$ cat config.mk
export PLATFORM = sky130hd
export DESIGN_NAME = chs_bucket_mod
export DESIGN_NICKNAME = d
export VERILOG_FILES = /design/src/design/chs_pkg.sv /design/src/design/chs_bucket_mod.sv
export SDC_FILE = /design/constraint.sdc
export NUM_CORES = 1
export LEC_CHECK = 0
export ABC_AREA = 1
export ABC_CLOCK_PERIOD_IN_PS = 2400
export BUFFER_PORTS_ARGS = -buffer_cell sky130_fd_sc_hd__buf_2
export CELL_PAD_IN_SITES_DETAIL_PLACEMENT = 1
export CELL_PAD_IN_SITES_GLOBAL_PLACEMENT = 1
export CORE_ASPECT_RATIO = 0.6
export CORE_UTILIZATION = 42
export CTS_BUF_LIST = sky130_fd_sc_hd__clkbuf_16
export DETAILED_ROUTE_END_ITERATION = 12
export GPL_ROUTABILITY_DRIVEN = 0
export PLACE_DENSITY_LB_ADDON = 0.1
export SKIP_LAST_GASP = 1
export SLEW_MARGIN = 20
export SYNTH_ARGS = -nofsm -noshare
export SYNTH_HDL_FRONTEND = slang
export SYNTH_SLANG_ARGS = --single-unit
$ cat constraint.sdc
create_clock -name clk -period 2.4 [get_ports clk]
set_clock_uncertainty 0.2 [all_clocks]
set_input_delay 0.36 -clock clk [delete_from_list [all_inputs] [get_ports clk]]
set_output_delay 0.36 -clock clk [all_outputs]
set_load 0.02 [all_outputs]
$ cat src/design/chs_pkg.sv
package chs_pkg;

  // Identifier width and result slot width are fixed by the interface
  localparam int ID_W       = 20;
  localparam int SLOT_OUT_W = 8;

  // Bucket hash: remainder is built this many identifier bits per cycle
  localparam int STEP_BITS = 4;
  localparam int DIV_STEPS = ID_W / STEP_BITS;

  // Request kinds; code 3 is unused and changes nothing
  typedef enum logic [1:0] {
    KIND_LOOKUP = 2'd0,
    KIND_INSERT = 2'd1,
    KIND_CLEAR  = 2'd2
  } kind_t;

endpackage

$ cat src/design/chs_bucket_mod.sv
module chs_bucket_mod
  import chs_pkg::*;
#(
  parameter int BUCKETS = 64,
  localparam int BW = (BUCKETS > 1) ? $clog2(BUCKETS) : 1
) (
  input  logic            clk,
  input  logic            rst,
  input  logic            start,
  input  logic [ID_W-1:0] id,
  output logic            done,
  output logic [BW-1:0]   bucket
);

  localparam int CNT_W = (DIV_STEPS > 1) ? $clog2(DIV_STEPS) : 1;
  localparam logic [CNT_W-1:0] LAST_STEP = CNT_W'(DIV_STEPS - 1);
  localparam logic [BW:0] MODULUS = (BW + 1)'(BUCKETS);

  logic             busy;
  logic [CNT_W-1:0] cnt;
  logic [ID_W-1:0]  shreg;
  logic [ID_W-1:0]  shreg_next;
  logic [BW-1:0]    rem_next;

  // Restoring remainder: shift in the next identifier bits, subtract when over
  always_comb begin
    logic [BW:0] trial;
    logic [BW-1:0] r;
    logic [ID_W-1:0] sh;
    r = bucket;
    sh = shreg;
    trial = '0;
    for (int i = 0; i < STEP_BITS; i++) begin
      trial = {r, sh[ID_W-1]};
      sh = {sh[ID_W-2:0], 1'b0};
      if (trial >= MODULUS) begin
        trial = trial - MODULUS;
      end
      r = trial[BW-1:0];
    end
    rem_next = r;
    shreg_next = sh;
  end

  // Advance the remainder one digit group per cycle
  always_ff @(posedge clk) begin
    if (rst) begin
      busy <= 1'b0;
      done <= 1'b0;
      cnt  <= '0;
    end else begin
      done <= 1'b0;
      if (start) begin
        busy   <= 1'b1;
        cnt    <= '0;
        shreg  <= id;
        bucket <= '0;
      end else if (busy) begin
        shreg  <= shreg_next;
        bucket <= rem_next;
        cnt    <= cnt + CNT_W'(1);
        if (cnt == LAST_STEP) begin
          busy <= 1'b0;
          done <= 1'b1;
        end
      end
    end
  end

endmodule

# Word level (Yosys, flattened, before mapping)

Index checks and enable logic that the tools add are counted.

Add/sub/neg operators: 5
Magnitude comparators: 4
Equal/unequal tests: 1
Muxes and demuxes: 11
Bitwise operators: 2
Reduce and logical (&&, ||, !) cells: 4

Operator list:

| kind                | number |
|---|---|
| $mux 20             | 2 |
| $mux 6              | 5 |
| $ge 7x7->1 const B  | 4 |
| $sub 6x1->6 const B | 4 |
| $mux 1              | 4 |
| $add 3x1->3 const B | 1 |
| $eq 3x3->1 const B  | 1 |
| $reduce_or 3->1     | 1 |
| $not 1->1           | 2 |
| $reduce_and 2->1    | 1 |
| $reduce_bool 2->1   | 1 |
| $reduce_or 2->1     | 1 |

Register bits after elaboration: 31
Input bits: 23
Output and inout bits: 7
Word-level logic and storage cells: 32

# Depth between registers and ports, before layout

Gate-level depths: netlist of run 1.

Depth in word-level cells: 9
Gate-level depth with buffers: 5
Gate-level depth less buffers: 5

# Worst setup path after synthesis of run 1

OpenSTA, ideal clock, no wires.

Path kind: input port to flip-flop
From: input start
To: register bucket[0], enable pin
Library setup time: 0.381 ns
Arrival time: 1.072 ns
Required time: 1.819 ns
Slack: 0.747 ns
Stages on the path: 3
Cell sequence: buf_6 -> o21ai_1 -> inv_1

Word-level cells in the longest chain between the ends: 2

RTL lines:

| item                        | line                 | text |
|---|---|---|
| start, declared             | chs_bucket_mod.sv:9  | `input logic start,` |
| $reduce_bool 2->1 (no line) | -                    |  |
| $reduce_and 2->1 (no line)  | -                    |  |
| end signal, assigned        | chs_bucket_mod.sv:60 | `bucket <= rem_next;` |
| end, declared               | chs_bucket_mod.sv:12 | `output logic [BW-1:0] bucket` |

Every way passes these cells.
A chain may end at the register's enable or synchronous reset.

# Final worst setup path of run 1

From: register busy
To: register bucket[3], enable pin

Word-level cells in the longest chain between the ends: 2

RTL lines:

| item                        | line                 | text |
|---|---|---|
| start, declared             | chs_bucket_mod.sv:19 | `logic busy;` |
| start signal, assigned      | chs_bucket_mod.sv:48 | `busy <= 1'b0;` |
| start signal, assigned      | chs_bucket_mod.sv:54 | `busy <= 1'b1;` |
| start signal, assigned      | chs_bucket_mod.sv:63 | `busy <= 1'b0;` |
| $reduce_bool 2->1 (no line) | -                    |  |
| $reduce_and 2->1 (no line)  | -                    |  |

Every way passes these cells.

==> results of run 1 <==
flip-flops by register name, summed over array words and instances (netlist names):
signal,count
busy,1
cnt,3
done,1
bucket,6
shreg,20
per-layer routing:
layer / routed length [um] / vias up / GRT usage
met5: 0 / - / 0
met1: 1195 / 402 / 0.2114
met2: 1098 / 25 / 0.2891
met4: 53 / 0 / 0.1154
met3: 157 / 8 / 0.08259
li1: - / 474 / -
cells by family (layout without fill, tap and decap cells):
group | Yosys count | count (layout) | share of synthesized area
and+or+nand+nor | 73 | 73 | 0.2130
DFF | 31 | 31 | 0.6724
buffers and inverters | 22 | 56 | 0.08405
AOI/OAI and AO/OA | 3 | 3 | 0.01146
adders and majority gates | 2 | 2 | 0.01910
metrics by stage:
| step | instance area, um2 | hold slack [ps] | instances | total power [uW] | setup WS [ps] |
|---|---|---|---|---|---|
| 5_1_grt | 1617 | 157.1 | 207 | 1359 | 638.3 |
| 3_3_place_gp | 1480 | 270.9 | 199 | 735.9 | 749.0 |
| 4_1_cts | 1617 | 139.8 | 207 | 1326 | 693.4 |
| 6_report | 1617 | 146.6 | 207 | 1308 | 731.1 |
| 2_1_floorplan | 1310 | 252.8 | 131 | 704.9 | 747.2 |
| 3_5_place_dp | 1480 | 290.5 | 199 | 742.4 | 653.1 |
area by class of cell:
class,count,area share
Clock buffer,5,0.07740
Inverter,16,0.03715
Sequential cell,31,0.5449
Clock inverter,3,0.006966
Timing Repair Buffer,32,0.1037
Tap cell,42,0.03251
Multi-Input combinational cell,78,0.1974
synthesized netlist by cell type:
cell | n | area (um2)
inv_2 | 6 | 22.52
buf_4 | 3 | 22.52
nor3_1 | 1 | 5.000
nor2_1 | 11 | 41.29
buf_2 | 1 | 5.000
nor2_2 | 1 | 6.260
nand2_1 | 59 | 221.5
dfxtp_1 | 5 | 100.1
nand3_1 | 1 | 5.000
buf_6 | 2 | 22.52
edfxtp_1 | 26 | 780.8
a21oi_1 | 2 | 10.01
o21ai_1 | 1 | 5.000
inv_1 | 10 | 37.54
ha_1 | 2 | 25.02
worst register-to-register path, stage by stage, from the launching register on:
cell	delay, ps
dfxtp_1	460
o21ai_1	130
inv_1	310
buf_4	260
power groups by stage:
stage	Sequential [uW]	Clock, uW	Combinational, uW
6_report	634	577	97.3
5_1_grt	636	611	111
4_1_cts	634	592	99.6
3_5_place_dp	644	0	98.6
3_3_place_gp	642	0	94.0
2_1_floorplan	646	0	58.5
how the worst max path moves through the flow:
stage	start	to	slack, ps
finish	busy	bucket[3]	730
detailed placement	rst	bucket[4]	650
floorplan	start	bucket[0]	750
global route	busy	bucket[3]	640
CTS	busy	bucket[5]	690
global placement	rst	bucket[5]	750
==> impl_metrics.toml, run 1 <==
[outcome]
outcome = "finished, final reports clean"

[critical_path]
crit_chain = "o21ai_1 > inv_1 > buf_4"
cp.depth = 3
worst_ep_required_time_ps = 2180
r2r_start = "busy"
path_buf_inv = 2
crit_path_end_kind = "flop"
cpPeakStageDelay_ps = 460
arrival_ps = 1450
cpMaxStageDelayCell = "dfxtp_1"
cp_max_fo = 10
r2r_end = "bucket[3]"
worst-r2r-cell-count = 3
critPathTopFamily = "buffers and inverters"
crit_type = "reg2reg"
cp-start-kind = "flop"
r2r_setup_slack_ps = 730

[global_routing]
grt_use_total = 0.1851
grt_max_degree = 30
antenna_found_initial = 0
grt_first_pass_wirelength_um = 4215
first_global_vias = 961
grt-ovfl-total = 0

[floorplanning]
start_util = 0.4503
die_x_um = 74.10
coreArea_um2 = 2909
placementRows = 15
io_pins = 30
dieHeight_um = 45.26
die_area_um2 = 3354

[sta]
drv_slew = 0
fin_crit_ps = 1669
finalCritPeriodShare = 0.6954
setup_tns_ps = 0
setup_viol = 0
max_freq_mhz = 599.2
hold_violations = 0
rsz0062_at_grt = "false"
slew_headroom = 0.7399
worst_pin_slew_ps = 389.7

[drt]
vias_per_cell = 4.391
postRouteAntennaNets = 0
routed-via-count = 909
routedWlPerCell_um = 12.10
drc_errors = 0
dr.first_iter.drc_count = 40
drt-total-wl_um = 2504
dr.pass1.iters = 4

[power]
p_seq_frac = 0.484
comb_power_share = 0.074
p_sw_uw = 277.6
ir_worst_vdd_v = 0.0006130
p_leak_uw = 0.0007700
intPower_uw = 1031
p_clk_frac = 0.441
power.density_nw_per_um2 = 809.2
swShare = 0.2122

[cts]
ctsHtreeMaxLevel = 2
clk_latency_ps = 280
cts_tree = "yes"
cts-hold-fix-buffers = 0
cts_buffers = 5
cts_setup_buffers = 0
cts_sinks = 31
clockRootBuffer = "clkbuf_16"
clk_pin_slew_ps = 50
cts_resized = 0
cts.path.max_buffers = 2

[logic_synthesis]
synth.distinct_cells = 15
synth_area_um2 = 1310
ys_seq_area_frac = 0.6724
synth-seq-cells = 31
syn-num-nets = 156
synth_warnings = 0
postSynthCellCount = 131
synth.avg_cell_area_um2 = 10.00

[layout]
final_common_cell = "nand2_1"
register_area_um2 = 880.8
areaGrowthSynthToFinish_pct = 23.40
nFillCells = 354
antennaDiodeCount = 0
layout_common_cells = "nand2_1 (59), buf_2 (29), edfxtp_1 (26)"
final_util = 0.5557
drive_gt1_frac = 0.2667
nets = 189
multi_input_area_um2 = 319.1

[min_path]
min_to = "shreg[1]"
hold_start = "id[1]"
hold_class = "in2reg"
min_path_cells = 3

[job]
drv_cap = 0

[placed_design]
place.port_buffers = 29
dp_hpwl_um = 1728
(Power assumes the default switching activity.)
==> run 2: changes to the inputs <==
Settings changed: ABC_CLOCK_PERIOD_IN_PS 2400 to 1600, CORE_UTILIZATION 42 to 39.
Clock period 2.4 ns to 1.6 ns, I/O delays scaled along.
==> impl_metrics.toml, run 2 (same netlist as run 1, synthesis figures left out) <==
[cts]
cts_sinks = 31
cts.path.max_buffers = 2
clockRootBuffer = "clkbuf_16"
clk_pin_slew_ps = 50
cts_tree = "yes"
cts_resized = 0
cts_buffers = 5
clk_latency_ps = 270
cts_setup_buffers = 0
cts-hold-fix-buffers = 0
ctsHtreeMaxLevel = 2

[power]
p_seq_frac = 0.487
p_clk_frac = 0.437
p_sw_uw = 404.8
ir_worst_vdd_v = 0.0005970
comb_power_share = 0.076
intPower_uw = 1548
swShare = 0.2073
power.density_nw_per_um2 = 1202
p_leak_uw = 0.0007620

[outcome]
outcome = "finished, final reports clean"

[global_routing]
antenna_found_initial = 0
grt_max_degree = 30
grt_first_pass_wirelength_um = 4057
grt_use_total = 0.1627
first_global_vias = 918
grt-ovfl-total = 0

[critical_path]
worst_ep_required_time_ps = 1420
cpMaxStageDelayCell = "dfxtp_1"
cp_max_fo = 26
crit_type = "reg2reg"
crit_chain = "o21ai_1 > clkinvlp_4 > buf_12"
cpPeakStageDelay_ps = 390
arrival_ps = 1350
cp-start-kind = "flop"
crit_path_end_kind = "flop"

[layout]
largest_reg_flops = 20
areaGrowthSynthToFinish_pct = 24.07
final_common_cell = "nand2_1"
nets = 188
reg.largest.list = "shreg x20, bucket x6, cnt x3"
layout_common_cells = "nand2_1 (59), buf_2 (29), edfxtp_1 (26)"
drive_gt1_frac = 0.2683
fin_cells = 206
largest-register = "shreg"
antennaDiodeCount = 0
nFillCells = 360

[sta]
slew_headroom = 0.7876
hold_violations = 0
setup_tns_ps = 0
drv_slew = 0
finalCritPeriodShare = 0.9557
worst_pin_slew_ps = 316.5
max_freq_mhz = 654.0
fin_crit_ps = 1529
rsz0062_at_grt = "false"
setup_viol = 0

[min_path]
hold_class = "in2reg"

[floorplanning]
die_area_um2 = 3602
io_pins = 30
die_x_um = 76.82
dieHeight_um = 46.90
placementRows = 15
coreArea_um2 = 3022
start_util = 0.4335

[drt]
drt-total-wl_um = 2391
routed-via-count = 902
dr.pass1.iters = 2
dr.first_iter.drc_count = 35
postRouteAntennaNets = 0
routedWlPerCell_um = 11.61
vias_per_cell = 4.379
drc_errors = 0

[placed_design]
placed_cells = 198
dp_hpwl_um = 1645
place.port_buffers = 29

[job]
drv_cap = 0
## run 2: stage by stage
step	power (uW)	utilization	area, um2	hold slack (ps)	setup WS, ps
after CTS	1979	0.5379	1625	27.19	74.69
after floorplan	1058	-	1314	177.2	9.022
final	1953	0.5379	1625	27.57	70.85
after global routing	2043	0.5379	1625	39.61	17.50
after detailed placement	1118	0.4928	1489	286.6	87.01
after global placement	1108	0.4928	1489	281.8	114.1
## run 2: path summary, 6_finish.rpt
check | startpoint | end | slack, ps | cells past startpoint
worst max-delay path | busy | shreg[15] | 70 | 3
worst min-delay path | rst | cnt[0] | 30 | 4
worst max register to register | busy | shreg[15] | 70 | 3
worst min register to register | cnt[1] | cnt[1] | 300 | 2
## run 2: power by group through the flow
stage	sequential, uW	combinational (uW)	clock [uW]
detailed placement	966	151	0
floorplan	969	89.1	0
CTS	951	152	875
global route	955	171	918
global placement	963	145	0
finish	952	148	853
## run 2: cell type report
class	count	area [um2]	area share
Clock inverter	3	11.26	0.006928
Timing Repair Buffer	31	172.7	0.1062
Sequential cell	31	880.8	0.5420
Clock buffer	5	125.1	0.07698
Inverter	16	63.81	0.03926
Tap cell	42	52.55	0.03233
Multi-Input combinational cell	78	319.1	0.1963
## run 2: worst max-delay path, delay by kind of cell (launching register included)
kind                   cells  cell delay, ps
AOI/OAI and AO/OA          1             320
buffers and inverters      2             360
DFF                        1             390
## run 2: metal layers
metal  vias to the layer above  global-route usage  share of wire
met1                       405              0.1801           0.46
li1                        470                   -              -
met3                         4             0.07573          0.055
met5                         -                   0              0
met2                        23              0.2786           0.47
met4                         0             0.08077          0.016
==> run 3: changes to the inputs <==
Settings changed: ABC_AREA 1 to 0, CORE_UTILIZATION 39 to 42.
==> impl_metrics.toml, run 3 <==
[power]
p_seq_frac = 0.482
p_clk_frac = 0.434
p_sw_uw = 384.5
power.density_nw_per_um2 = 1186
ir_worst_vdd_v = 0.0004343
p_total_uw = 1963
p_leak_uw = 0.0006534
swShare = 0.1959
intPower_uw = 1579
comb_power_share = 0.084

[drt]
drc_errors = 0
dr.first_iter.drc_count = 28
routed-via-count = 735
postRouteAntennaNets = 0
vias_per_cell = 4.623
drt-total-wl_um = 2094
dr.pass1.iters = 4
routedWlPerCell_um = 13.17

[sta]
max_freq_mhz = 793.1
finalCritPeriodShare = 0.7880
hold_violations = 0
setup_ws_ps = 339.2
fin_crit_ps = 1261
drv_slew = 0
slew_headroom = 0.8630
worst_pin_slew_ps = 204.7
setup_tns_ps = 0
setup_viol = 0
rsz0062_at_grt = "false"

[critical_path]
path_buf_inv = 1
arrival_ps = 820
cp-start-kind = "flop"
cpMaxStageDelayCell = "edfxtp_1"
crit_path_end_kind = "output pin"
worst-r2r-cell-count = 4
crit_path_start = "bucket[0]"
cp_max_fo = 2
cpPeakStageDelay_ps = 380
crit_chain = "buf_2"
critPathTopFamily = "flip-flops"
cp.depth = 1
r2r_start = "cnt[0]"
worst_ep_required_time_ps = 1160
crit_type = "reg2out"

[job]
drv_cap = 0

[cts]
ctsHtreeMaxLevel = 2
cts_resized = 0
clk_latency_ps = 270
cts_sinks = 31
cts_buffers = 5
clockRootBuffer = "clkbuf_16"
cts_setup_buffers = 0
cts.path.max_buffers = 2
cts-hold-fix-buffers = 0
cts_tree = "yes"
clk_pin_slew_ps = 50

[outcome]
outcome = "finished, final reports clean"

[logic_synthesis]
synth.avg_cell_area_um2 = 15.99
synthTopCellsByCount = "edfxtp_1 (26), mux2_2 (16), nor2b_1 (6), dfxtp_1 (5), nor2_1 (5)"
syn-num-nets = 106
yosysMostFrequentCell = "edfxtp_1"
synth.distinct_cells = 20
async_flop_share = 0
synth_top_cell_area_share = 0.6029
synth_warnings = 0
synth_area_um2 = 1295
synth_top_cell_by_area = "edfxtp_1"
ys_seq_area_frac = 0.6802
synth_edf_count = 26
synth-seq-cells = 31
postSynthCellCount = 81
synthFlopType = "edfxtp_1"
synth_area_leaders = "edfxtp_1 (60%), mux2_2 (14%), dfxtp_1 (7.7%), nor2b_1 (2.9%), and2_1 (1.9%)"

[floorplanning]
dieHeight_um = 45.01
io_pins = 30
placementRows = 15
die_x_um = 73.69
start_util = 0.4452
die_area_um2 = 3317
coreArea_um2 = 2909

[placed_design]
place_area_um2 = 1519
dp_slack_ps = 212.8
place.port_buffers = 29

[layout]
layout_common_cells = "buf_2 (29), edfxtp_1 (26), mux2_2 (16)"
largest-register = "shreg"
drive_gt1_frac = 0.5128
largest_reg_flops = 20
areaGrowthSynthToFinish_pct = 27.83
final_common_cell = "buf_2"
final_area_um2 = 1655
antennaDiodeCount = 0
reg.largest.list = "shreg x20, bucket x6, cnt x3"
nets = 141

[min_path]
min_path_cells = 2
hold_start = "id[1]"
hold_class = "in2reg"

[global_routing]
grt-ovfl-total = 0
grt_use_total = 0.1444
grt_max_degree = 20
first_global_vias = 730
grt_first_pass_wirelength_um = 3291
antenna_found_initial = 0
-- run 3: cell count changes after synthesis, moves of 2 or more --
cell,delta
a21oi_1,-2
and2_1,+4
inv_1,-8
inv_2,-6
mux2_2,+16
nand2_1,-59
nor2_1,-6
nor2b_1,+6
-- run 3: area by class of cell --
cell class	count	area, um2
fill	285	1254
sequential	31	880.8
multi-input combinational	42	370.4
timing repair buffer	34	207.7
clock buffer	5	125.1
tap	42	52.55
clock inverter	3	11.26
inverter	2	7.507
-- run 3: logic make-up after synthesis --
group | after synthesis | synth area share
buf+inv | 8 | 0.03961
mux | 17 | 0.1469
xor+xnor | 1 | 0.006765
compound gates | 4 | 0.02802
fa+ha+maj | 2 | 0.01932
flops | 31 | 0.6802
simple gates | 18 | 0.07923
-- run 3: through the flow --
step	util	cells	hold slack, ps
3_5_place_dp	0.5222	151	279.1
6_report	0.5690	159	50.62
2_1_floorplan	-	81	218.8
5_1_grt	0.5690	159	57.13
3_3_place_gp	0.5222	151	263.7
4_1_cts	0.5690	159	45.99
-- run 3: worst register-to-register path, stage by stage, from the launching register on --
cell and delay [ps]:
dfxtp_1 360, inv_1 60, ha_1 210, a21boi_0 210, o21ba_2 160
-- run 3: worst paths after layout --
path | endpoint | slack (ps)
min reg2reg | done | 290
min | shreg[1] | 50
max | bucket[0] | 340
max reg2reg | busy | 350
-- run 3: metal layers --
metal / vias up / track usage / routed length, um
met3: 5 / 0.06027 / 128
met2: 24 / 0.2349 / 1017
met5: - / 0 / 0
li1: 357 / - / -
met4: 0 / 0.08077 / 30
met1: 349 / 0.1645 / 917
-- run 3: power by group through the flow --
stage | logic (uW) | registers [uW] | clock network (uW)
2_1_floorplan | 95.6 | 966 | 0
3_3_place_gp | 160 | 959 | 0
3_5_place_dp | 167 | 963 | 0
4_1_cts | 168 | 948 | 876
5_1_grt | 180 | 950 | 904
6_report | 164 | 947 | 852
